==> src/tcp_pkg.sv <==
// Shared types, constants and arithmetic helpers for the tag-count probability block.
// Depends on nothing; used by tcp_recur, tcp_accum and tag_count_probability.
`timescale 1ns / 1ps

package tcp_pkg;

    localparam int PROB_W  = 16;
    localparam int TOTAL_W = 39;
    localparam int LOW_BINS = 3;

    localparam logic [PROB_W-1:0]  ONE_Q15   = 16'h8000;
    localparam logic [31:0]        HALF_Q15  = 32'h0000_4000;
    localparam logic [TOTAL_W-1:0] TOTAL_MAX = {TOTAL_W{1'b1}};

    typedef logic [PROB_W-1:0]  prob_t;
    typedef logic [TOTAL_W-1:0] total_t;

    typedef struct packed {
        prob_t p0;
        prob_t p1;
        prob_t p2;
    } probs_t;

    // One recurrence step: stay*(1-e) + shift_in*(e), rounded half up in Q1.15.
    // Inputs never exceed 1.0, so the sum stays below 2^31 and the result below 2^16.
    function automatic prob_t blend(input prob_t stay, input prob_t shift_in, input prob_t e);
        logic [31:0] keep_term;
        logic [31:0] move_term;
        logic [31:0] acc;
        begin
            keep_term = 32'(stay) * 32'(ONE_Q15 - e);
            move_term = 32'(shift_in) * 32'(e);
            acc       = keep_term + move_term + HALF_Q15;
            blend     = acc[30:15];
        end
    endfunction

endpackage

==> src/tcp_recur.sv <==
// Per-jet recurrence stage: running tag-count probabilities and per-event capture.
// Depends on tcp_pkg.
`timescale 1ns / 1ps

module tcp_recur #(
    parameter int TAG_BINS = 3
) (
    input  logic            clk,
    input  logic            rst_n,
    input  logic            advance,
    input  logic            a_valid,
    input  tcp_pkg::prob_t  eff,
    input  logic            last,
    input  logic            empty,
    output logic            b_valid,
    output tcp_pkg::probs_t b_probs
);

    localparam int CALC_BINS = (TAG_BINS < tcp_pkg::LOW_BINS) ? TAG_BINS : tcp_pkg::LOW_BINS;

    tcp_pkg::prob_t  run_zero_reg, run_one_reg, run_two_reg;
    tcp_pkg::prob_t  n0, n1, n2;
    tcp_pkg::probs_t b_probs_reg;
    logic            b_valid_reg;

    always_comb
    begin
        n0 = (CALC_BINS > 0) ? tcp_pkg::blend(run_zero_reg, '0, eff) : '0;
        n1 = (CALC_BINS > 1) ? tcp_pkg::blend(run_one_reg, run_zero_reg, eff) : '0;
        n2 = (CALC_BINS > 2) ? tcp_pkg::blend(run_two_reg, run_one_reg, eff) : '0;
    end

    always_ff @(posedge clk or negedge rst_n)
    begin
        if (!rst_n)
        begin
            run_zero_reg <= (CALC_BINS > 0) ? tcp_pkg::ONE_Q15 : '0;
            run_one_reg  <= '0;
            run_two_reg  <= '0;
            b_valid_reg  <= 1'b0;
        end
        else if (advance)
        begin
            b_valid_reg <= a_valid && (empty || last);
            if (a_valid)
            begin
                // start a fresh event once this one finishes or is empty
                if (empty || last)
                begin
                    run_zero_reg <= (CALC_BINS > 0) ? tcp_pkg::ONE_Q15 : '0;
                    run_one_reg  <= '0;
                    run_two_reg  <= '0;
                end
                else
                begin
                    run_zero_reg <= n0;
                    run_one_reg  <= n1;
                    run_two_reg  <= n2;
                end
            end
        end
    end

    always_ff @(posedge clk)
    begin
        if (advance && a_valid)
        begin
            if (empty)
                b_probs_reg <= '0;
            else
            begin
                b_probs_reg.p0 <= n0;
                b_probs_reg.p1 <= n1;
                b_probs_reg.p2 <= n2;
            end
        end
    end

    assign b_valid = b_valid_reg;
    assign b_probs = b_probs_reg;

endmodule

==> src/tcp_accum.sv <==
// Result stage: remainder probability, saturating totals and the output register.
// Depends on tcp_pkg.
`timescale 1ns / 1ps

module tcp_accum (
    input  logic            clk,
    input  logic            rst_n,
    input  logic            advance,
    input  logic            b_valid,
    input  tcp_pkg::probs_t b_probs,
    output logic            out_valid,
    output tcp_pkg::prob_t  prob_zero,
    output tcp_pkg::prob_t  prob_one,
    output tcp_pkg::prob_t  prob_two,
    output tcp_pkg::prob_t  prob_three_plus,
    output tcp_pkg::total_t total_zero,
    output tcp_pkg::total_t total_one,
    output tcp_pkg::total_t total_two,
    output tcp_pkg::total_t total_three_plus
);

    logic [17:0]     used;
    tcp_pkg::prob_t  p3;
    tcp_pkg::total_t tot0_next, tot1_next, tot2_next, tot3_next;
    tcp_pkg::total_t tot0_reg, tot1_reg, tot2_reg, tot3_reg;
    tcp_pkg::prob_t  p0_reg, p1_reg, p2_reg, p3_reg;
    logic            out_valid_reg;

    function automatic tcp_pkg::total_t sat_add(input tcp_pkg::total_t a,
                                                input tcp_pkg::prob_t b);
        logic [tcp_pkg::TOTAL_W:0] s;
        begin
            s = {1'b0, a} + (tcp_pkg::TOTAL_W+1)'(b);
            sat_add = s[tcp_pkg::TOTAL_W] ? tcp_pkg::TOTAL_MAX : s[tcp_pkg::TOTAL_W-1:0];
        end
    endfunction

    always_comb
    begin
        used = 18'(b_probs.p0) + 18'(b_probs.p1) + 18'(b_probs.p2);
        // rounding can push the three past one; clamp the remainder at zero
        p3 = (used >= 18'(tcp_pkg::ONE_Q15)) ? '0 : 16'(18'(tcp_pkg::ONE_Q15) - used);
        tot0_next = sat_add(tot0_reg, b_probs.p0);
        tot1_next = sat_add(tot1_reg, b_probs.p1);
        tot2_next = sat_add(tot2_reg, b_probs.p2);
        tot3_next = sat_add(tot3_reg, p3);
    end

    always_ff @(posedge clk or negedge rst_n)
    begin
        if (!rst_n)
        begin
            out_valid_reg <= 1'b0;
            tot0_reg      <= '0;
            tot1_reg      <= '0;
            tot2_reg      <= '0;
            tot3_reg      <= '0;
        end
        else if (advance)
        begin
            out_valid_reg <= b_valid;
            if (b_valid)
            begin
                tot0_reg <= tot0_next;
                tot1_reg <= tot1_next;
                tot2_reg <= tot2_next;
                tot3_reg <= tot3_next;
            end
        end
    end

    always_ff @(posedge clk)
    begin
        if (advance && b_valid)
        begin
            p0_reg <= b_probs.p0;
            p1_reg <= b_probs.p1;
            p2_reg <= b_probs.p2;
            p3_reg <= p3;
        end
    end

    assign out_valid        = out_valid_reg;
    assign prob_zero        = p0_reg;
    assign prob_one         = p1_reg;
    assign prob_two         = p2_reg;
    assign prob_three_plus  = p3_reg;
    assign total_zero       = tot0_reg;
    assign total_one        = tot1_reg;
    assign total_two        = tot2_reg;
    assign total_three_plus = tot3_reg;

endmodule

==> src/tag_count_probability.sv <==
// Top level of the tag-count probability block: input register, recurrence and result stages.
// Depends on tcp_pkg, tcp_recur and tcp_accum.
`timescale 1ns / 1ps

// Takes one jet efficiency (Q1.15, values above 1.0 clamp to 1.0) per cycle while in_ready
// is high and keeps the probabilities that exactly 0, 1 or 2 jets of the current event are
// tagged. One result leaves per event once its last jet (or its empty-event marker) has
// passed all three registers: p0, p1, p2, the clamped remainder p3plus, and saturating
// totals of all four over every finished event. The pipeline is three register stages (input,
// recurrence, result) and takes a new jet every cycle unless a result waits at the output,
// when all stages hold. Feedback is the per-jet multiply-add and the saturating totals.
// TAG_BINS limits which tag counts below three are computed; the rest fold into p3plus.
module tag_count_probability #(
    parameter int TAG_BINS = 3
) (
    input  logic            clk,
    input  logic            rst_n,
    input  logic            in_valid,
    output logic            in_ready,
    input  tcp_pkg::prob_t  efficiency,
    input  logic            last_jet,
    input  logic            no_jets,
    output logic            out_valid,
    input  logic            out_ready,
    output tcp_pkg::prob_t  prob_zero,
    output tcp_pkg::prob_t  prob_one,
    output tcp_pkg::prob_t  prob_two,
    output tcp_pkg::prob_t  prob_three_plus,
    output tcp_pkg::total_t total_zero,
    output tcp_pkg::total_t total_one,
    output tcp_pkg::total_t total_two,
    output tcp_pkg::total_t total_three_plus
);

    logic            advance;
    logic            a_valid_reg;
    tcp_pkg::prob_t  eff_reg;
    logic            last_reg;
    logic            empty_reg;
    logic            b_valid;
    tcp_pkg::probs_t b_probs;

    // advance every stage unless a finished result is still waiting
    assign advance  = !out_valid || out_ready;
    assign in_ready = advance;

    always_ff @(posedge clk or negedge rst_n)
    begin
        if (!rst_n)
            a_valid_reg <= 1'b0;
        else if (advance)
            a_valid_reg <= in_valid;
    end

    always_ff @(posedge clk)
    begin
        if (advance && in_valid)
        begin
            eff_reg   <= (efficiency > tcp_pkg::ONE_Q15) ? tcp_pkg::ONE_Q15 : efficiency;
            last_reg  <= last_jet;
            empty_reg <= no_jets;
        end
    end

    tcp_recur #(
        .TAG_BINS (TAG_BINS)
    ) u_recur (
        .clk     (clk),
        .rst_n   (rst_n),
        .advance (advance),
        .a_valid (a_valid_reg),
        .eff     (eff_reg),
        .last    (last_reg),
        .empty   (empty_reg),
        .b_valid (b_valid),
        .b_probs (b_probs)
    );

    tcp_accum u_accum (
        .clk              (clk),
        .rst_n            (rst_n),
        .advance          (advance),
        .b_valid          (b_valid),
        .b_probs          (b_probs),
        .out_valid        (out_valid),
        .prob_zero        (prob_zero),
        .prob_one         (prob_one),
        .prob_two         (prob_two),
        .prob_three_plus  (prob_three_plus),
        .total_zero       (total_zero),
        .total_one        (total_one),
        .total_two        (total_two),
        .total_three_plus (total_three_plus)
    );

endmodule
==> config.mk <==
export PLATFORM = sky130hd
export DESIGN_NAME = tag_count_probability
export DESIGN_NICKNAME = d
export VERILOG_FILES = /design/src/tcp_pkg.sv /design/src/tcp_recur.sv /design/src/tcp_accum.sv /design/src/tag_count_probability.sv
export SDC_FILE = /design/constraint.sdc
export NUM_CORES = 2
export LEC_CHECK = 0
export ABC_CLOCK_PERIOD_IN_PS = 11100
export BUFFER_PORTS_ARGS = -buffer_cell sky130_fd_sc_hd__buf_2
export CAP_MARGIN = 20
export CORE_MARGIN = 3
export CORE_UTILIZATION = 60
export DETAILED_ROUTE_END_ITERATION = 10
export PLACE_DENSITY = 0.87
export SLEW_MARGIN = 40
export SYNTH_ARGS = -nofsm -noshare
export SYNTH_HDL_FRONTEND = slang
export SYNTH_HIERARCHICAL = 1
export SYNTH_SLANG_ARGS = --single-unit
==> constraint.sdc <==
create_clock -name clk -period 11.1 [get_ports clk]
set_input_delay 0.555 -clock clk [delete_from_list [all_inputs] [get_ports clk]]
set_output_delay 0.555 -clock clk [all_outputs]
set_load 0.005 [all_outputs]
== Yosys cells after proc, flatten, opt, wreduce, memory -nomap -nowiden ==
Index checks and enable logic that the tools add are counted.

* $lt $le $gt $ge: 2
* Multiplexer cells: 8
* Reductions and logical operators: 9
* $mul: 5
* $add $sub $neg: 13

{| class="wikitable"
|+ Operators by type and width
! cell !! count
|-
| adder 39 x 16 -> 40 bit || 4
|-
| 2-to-1 mux 39 bit || 4
|-
| adder 31 x 15 -> 31 bit, second input constant || 3
|-
| multiplier 16 x 32 -> 31 bit || 2
|-
| 2-to-1 mux 16 bit || 4
|-
| adder 31 bit || 2
|-
| multiplier 16 x 16 -> 31 bit || 2
|-
| multiplier 17 x 17 -> 31 bit || 1
|-
| adder 17 x 16 -> 18 bit || 1
|-
| greater-or-equal comparator 18 x 16 -> 1 bit, second input constant || 1
|-
| adder 16 x 16 -> 17 bit || 1
|-
| subtractor 16 x 16 -> 17 bit, first input constant || 1
|-
| greater-than comparator 16 bit, second input constant || 1
|-
| subtractor 16 bit, first input constant || 1
|-
| logical AND 1 bit || 4
|-
| AND reduction 2 bit || 2
|-
| logical OR 1 bit || 2
|-
| logical NOT 1 bit || 1
|}

* Register bits: 337
* Output and inout port bits: 222

== Depth between registers and ports, before layout ==
* Depth in word-level cells: 6
* Depth in mapped cells: 35
* Mapped depth without buffers: 33

== Cells and area by module ==
The synthesis kept the hierarchy.

{| class="wikitable"
|+ Modules (own cells, without submodules)
! module !! times used !! area an instance (um^2) !! cells each
|-
| tcp_recur || 1 || 48489.0 || 5186
|-
| tcp_accum || 1 || 13553.0 || 1400
|-
| tag_count_probability || 1 || 704.4 || 39
|}

== Worst setup path after synthesis ==
Ideal clock, no wire load.

* Kind: register to register
* Start: reg eff_reg[1]
* End: reg u_recur.b_probs_reg, in the netlist u_recur/b_probs[15] (data pin)
* Buffers on the path: 3
* Clock period less this slack: 9.160 ns
* Stages on the path, launching flop included: 35
* Setup slack: 1.940 ns
* Arrival: 8.905 ns
* Cell sequence: edfxtp_1 > clkbuf_1 > inv_1 > ha_1 > or4b_1 > nand2b_1 > or4_1 > xor2_1 > clkbuf_1 > clkbuf_1 > nand2_1 > fa_1 > inv_1 > fa_1 > inv_1 > fa_1 > inv_1 > fa_1 > inv_1 > fa_1 > inv_1 > fa_1 > fa_1 > inv_1 > fa_1 > inv_1 > ha_1 > inv_1 > or3_1 > a211oi_1 > o21ai_0 > a211oi_1 > o21ai_0 > a21o_1 > and3b_1

* Word-level cells in the longest chain between the ends: 4
* Elaborated cells between the ends (all ways): 5
* Classes of those cells: add/sub: 3; mul: 2

{| class="wikitable"
|+ RTL lines
! what !! line !! source
|-
| start: declaration || tag_count_probability.sv:37 || <nowiki>tcp_pkg::prob_t eff_reg;</nowiki>
|-
| start signal: assignment || tag_count_probability.sv:59 || <nowiki>eff_reg <= (efficiency > tcp_pkg::ONE_Q15) ? tcp_pkg::ONE_Q15 : efficiency;</nowiki>
|-
| subtractor 16 x 16 -> 17 bit || tcp_pkg.sv:31 || <nowiki>keep_term = 32'(stay) * 32'(ONE_Q15 - e);</nowiki>
|-
| multiplier 16 x 32 -> 31 bit || tcp_pkg.sv:31 ||
|-
| adder 31 bit (*) || tcp_pkg.sv:33 || <nowiki>acc = keep_term + move_term + HALF_Q15;</nowiki>
|-
| adder 31 x 15 -> 31 bit (*) || tcp_pkg.sv:33 ||
|-
| end: declaration || tcp_recur.sv:23 || <nowiki>tcp_pkg::probs_t b_probs_reg;</nowiki>
|}

Mark *: on every way between the ends. The rest lies on a longest branch, timed or not.
A chain may end at the register's enable or synchronous reset.

== Final worst setup path ==
* Start: reg eff_reg[2]
* End: reg u_recur.b_probs_reg, in the netlist u_recur/b_probs[29] (data pin)

The elaborated chain is that of the path after synthesis.

==> key figures <==
Route
  • Initial DRT Pass Iterations: 8
  • Drt total wl: 168,000 µm
  • Drc violations: 0
  • WL/cell: just over 20 µm
  • Drt initial violations: a little under 4,000
  • Vias per cell: 5.85
  • Routed vias: roughly 47,000
  • Final ANT Viol Nets: 0

Placement
  • Post-Place Cells: 8,020
  • Dpl ws: between 1 and 1.5 ns
  • Routability congestion estimate: 0.984
  • Placed wire-length estimate: 129,000 µm
  • # port buffers: about 240

Clock network
  • Post-CTS Setup Inserts: 0
  • Worst-Skew Late Latency: approximately 0.61 ns
  • Post-CTS sizing: 0
  • Hold-fix buffers, CTS: 0
  • Clock sink count: 337
  • Num CTS Buffers: approximately 40
  • Clock slew at reported path FFs: 0.07 ns
  • Max Buffers Root-to-Sink: 3
  • CTS tree: yes
  • H-tree Lvls: 2
  • CTS root buf: clkbuf_16

Global routing
  • Global-route wire length before repair: 272,000 µm
  • Initial antenna violation count: 2
  • Total grt overflow: 0
  • Tot GR Track Use: 32.0%
  • Largest net degree at the start of global routing: 90
  • Number of global-route vias before repair: 51,800

Outcome
  • Failing checks: hold timing
  • Outcome: finished with violations

STA
  • Max Clock Freq: roughly 0.098 GHz
  • Tmin final: between 10 and 15 ns
  • Final hold slack: -0.0341 ns
  • Max Slew Vio Count: 0
  • Fin. Hold Viols: 11
  • Worst-Margin Slew: just under 0.9 ns
  • Setup TNS: 0 ns
  • Tcrit/Tclk final: about nine tenths
  • Final setup vio count: 0
  • Clock skew: approximately 0.049 ns
  • Worst slew margin: around two fifths
  • RSZ-0062 raised after global routing: false
  • Setup ws final: 0.906 ns

Yosys
  • Yosys warning total: 6
  • Mapped Nets: about 8,400
  • Register area share after synthesis: 14.5%
  • Asr flop ratio synth: roughly 61%
  • Unique masters post-synth: 88
  • Post-synthesis register bit count: approximately 340
  • Mean Syn Cell Area: about 9.5 µm²
  • Cells after Synth: ~6,600
  • EDFF count, synth: 130
  • Mapped Area: roughly 63,000 µm²
  • Primary FF master, synth: dfrtp_1

Critical path
  • CP dominant cell by count: fa_1
  • CP Max Fanout: 36
  • Slowest cell delay on critical path: ~0.65 ns
  • Worst endpoint required time: 11.39 ns
  • Worst Setup End Kind: flop
  • Critical path launch point type: flop
  • Crit path kind: flop to flop
  • Arr. time, crit path: ~10 ns
  • Crit-path slowest cell: or4b_1

Final layout
  • Layout Nets: 8,476
  • Commonest non-fill, non-tap cells in the layout: inv_1, fa_1, nand2_1
  • FF/Latch Area: roughly 9100 µm²
  • Share of cells above drive strength 1: a little over 7%
  • Most common cell after layout, fill and taps aside: inv_1
  • Filler cells: a little under 8,000
  • Area Growth Syn to Fin: 6.51%
  • Largest register FFs: 48
  • Final cell count without fillers: 8,099
  • Footprint of the multi-input gates: about 47,000 µm²

Worst hold path
  • Hold Path Class: input pin to async pin

Floorplanning
  • Full die area: roughly 110,000 µm²
  • Core Area: about 100,000 µm²
  • Chip height: about 330 µm
  • IO Count: around 240
  • Initial core utilization: just over 60%
  • Rows: 117
  • Chip width: ~330 µm

Flow run
  • Total of max-cap violations: 0
## area by class of cell
cell class	count	share of cell area [%]
tap	1368	2.56
timing repair buffer	337	2.97
clock inverter	23	0.341
antenna	3	0.0112
inverter	1471	8.27
clock buffer	53	1.68
sequential	337	13.6
multi-input combinational	4507	70.6
## worst paths after layout
kind                                       start                     endpoint  slack, ns  depth (start not counted)
min in group clk                         no_jets                    empty_reg       0.13                          1
hold reg to reg            u_accum/total_one[27]        u_accum/total_one[27]       0.50                          1
setup reg to reg                      eff_reg[2]          u_recur/b_probs[29]       0.91                         29
max in group asynchronous                  rst_n       u_recur/run_two_reg[9]       9.43                          4
hold / removal                             rst_n  u_accum/total_three_plus[3]      -0.03                          1
setup / recovery                      eff_reg[2]          u_recur/b_probs[29]       0.91                         29
## per-stage QoR
step / instance area, µm² / utilization [%]
after CTS: 66800 / 65.0
after floorplan: 62700 / -
after global routing: 66800 / 65.0
after detailed placement: 65500 / 63.7
final: 66800 / 65.0
after global placement: 65300 / 63.5
## Yosys cell counts (5+ instances only)
| master | count | share of area (%) |
|---|---|---|
| nand3_1 | 73 | 0.58 |
| a41oi_1 | 8 | 0.11 |
| o21bai_1 | 13 | 0.16 |
| nor3_1 | 51 | 0.41 |
| a21boi_0 | 5 | 0.060 |
| dfrtp_1 | 206 | 8.2 |
| nand2_1 | 780 | 4.7 |
| a2111oi_0 | 6 | 0.084 |
| buf_2 | 6 | 0.048 |
| clkbuf_1 | 297 | 1.8 |
| o22a_1 | 13 | 0.18 |
| o211a_1 | 5 | 0.080 |
| o21ai_1 | 9 | 0.072 |
| a22o_1 | 34 | 0.47 |
| and2_1 | 684 | 6.8 |
| o211ai_1 | 19 | 0.23 |
| nor4_1 | 21 | 0.21 |
| inv_1 | 1469 | 8.8 |
| xor2_1 | 66 | 0.92 |
| nor2_1 | 173 | 1.0 |
| o21ai_0 | 89 | 0.71 |
| and3_1 | 46 | 0.46 |
| and4_1 | 6 | 0.084 |
| a211oi_1 | 14 | 0.17 |
| o21a_1 | 13 | 0.16 |
| fa_1 | 1237 | 39 |
| a21oi_1 | 130 | 1.0 |
| o31ai_1 | 9 | 0.11 |
| o2111ai_1 | 5 | 0.070 |
| ha_1 | 522 | 10 |
| or2_2 | 8 | 0.080 |
| a21o_1 | 45 | 0.54 |
| nor2b_1 | 65 | 0.65 |
| nand2b_1 | 18 | 0.18 |
| nand4_1 | 31 | 0.31 |
| or3_1 | 18 | 0.18 |
| mux2_2 | 19 | 0.34 |
| nor3b_1 | 8 | 0.096 |
| edfxtp_1 | 130 | 6.2 |
| or4_1 | 5 | 0.060 |
| xnor2_1 | 135 | 1.9 |
| a211o_1 | 8 | 0.11 |
| a31oi_1 | 41 | 0.41 |
## worst max-delay path: cells and delay by family (launching register included)
kind / cells / cell delay (ns)
AOI/OAI and AO/OA: 7 / 2.09
xor gates and xnor gates: 1 / 0.52
adders and majority gates: 9 / 4.04
buffers and inverters: 6 / 1.00
DFF: 1 / 0.40
and+or+nand+nor: 6 / 1.82
## per-layer routing
layer	up-vias	wire [µm]	GRT usage, %
li1	20200	-	-
met1	23900	59300	38.8
met2	2706	80700	53.7
met3	662	17100	6.73
met4	0	11400	17.8
met5	-	0	0
## kinds of logic after synthesis
| family | count (synthesis) | synth area share (%) |
|---|---|---|
| DFF | 337 | 14.5 |
| buffers and inverters | 1781 | 10.7 |
| adders and majority gates | 1759 | 49.9 |
| AOI/OAI and AO/OA | 510 | 5.48 |
| xor gates and xnor gates | 202 | 2.84 |
| and+or+nand+nor | 2011 | 16.2 |
| muxes | 25 | 0.453 |
Power is left out: the tool's default activity adds up to more than one toggle a clock period on the data nets, which glitch-free logic cannot reach.
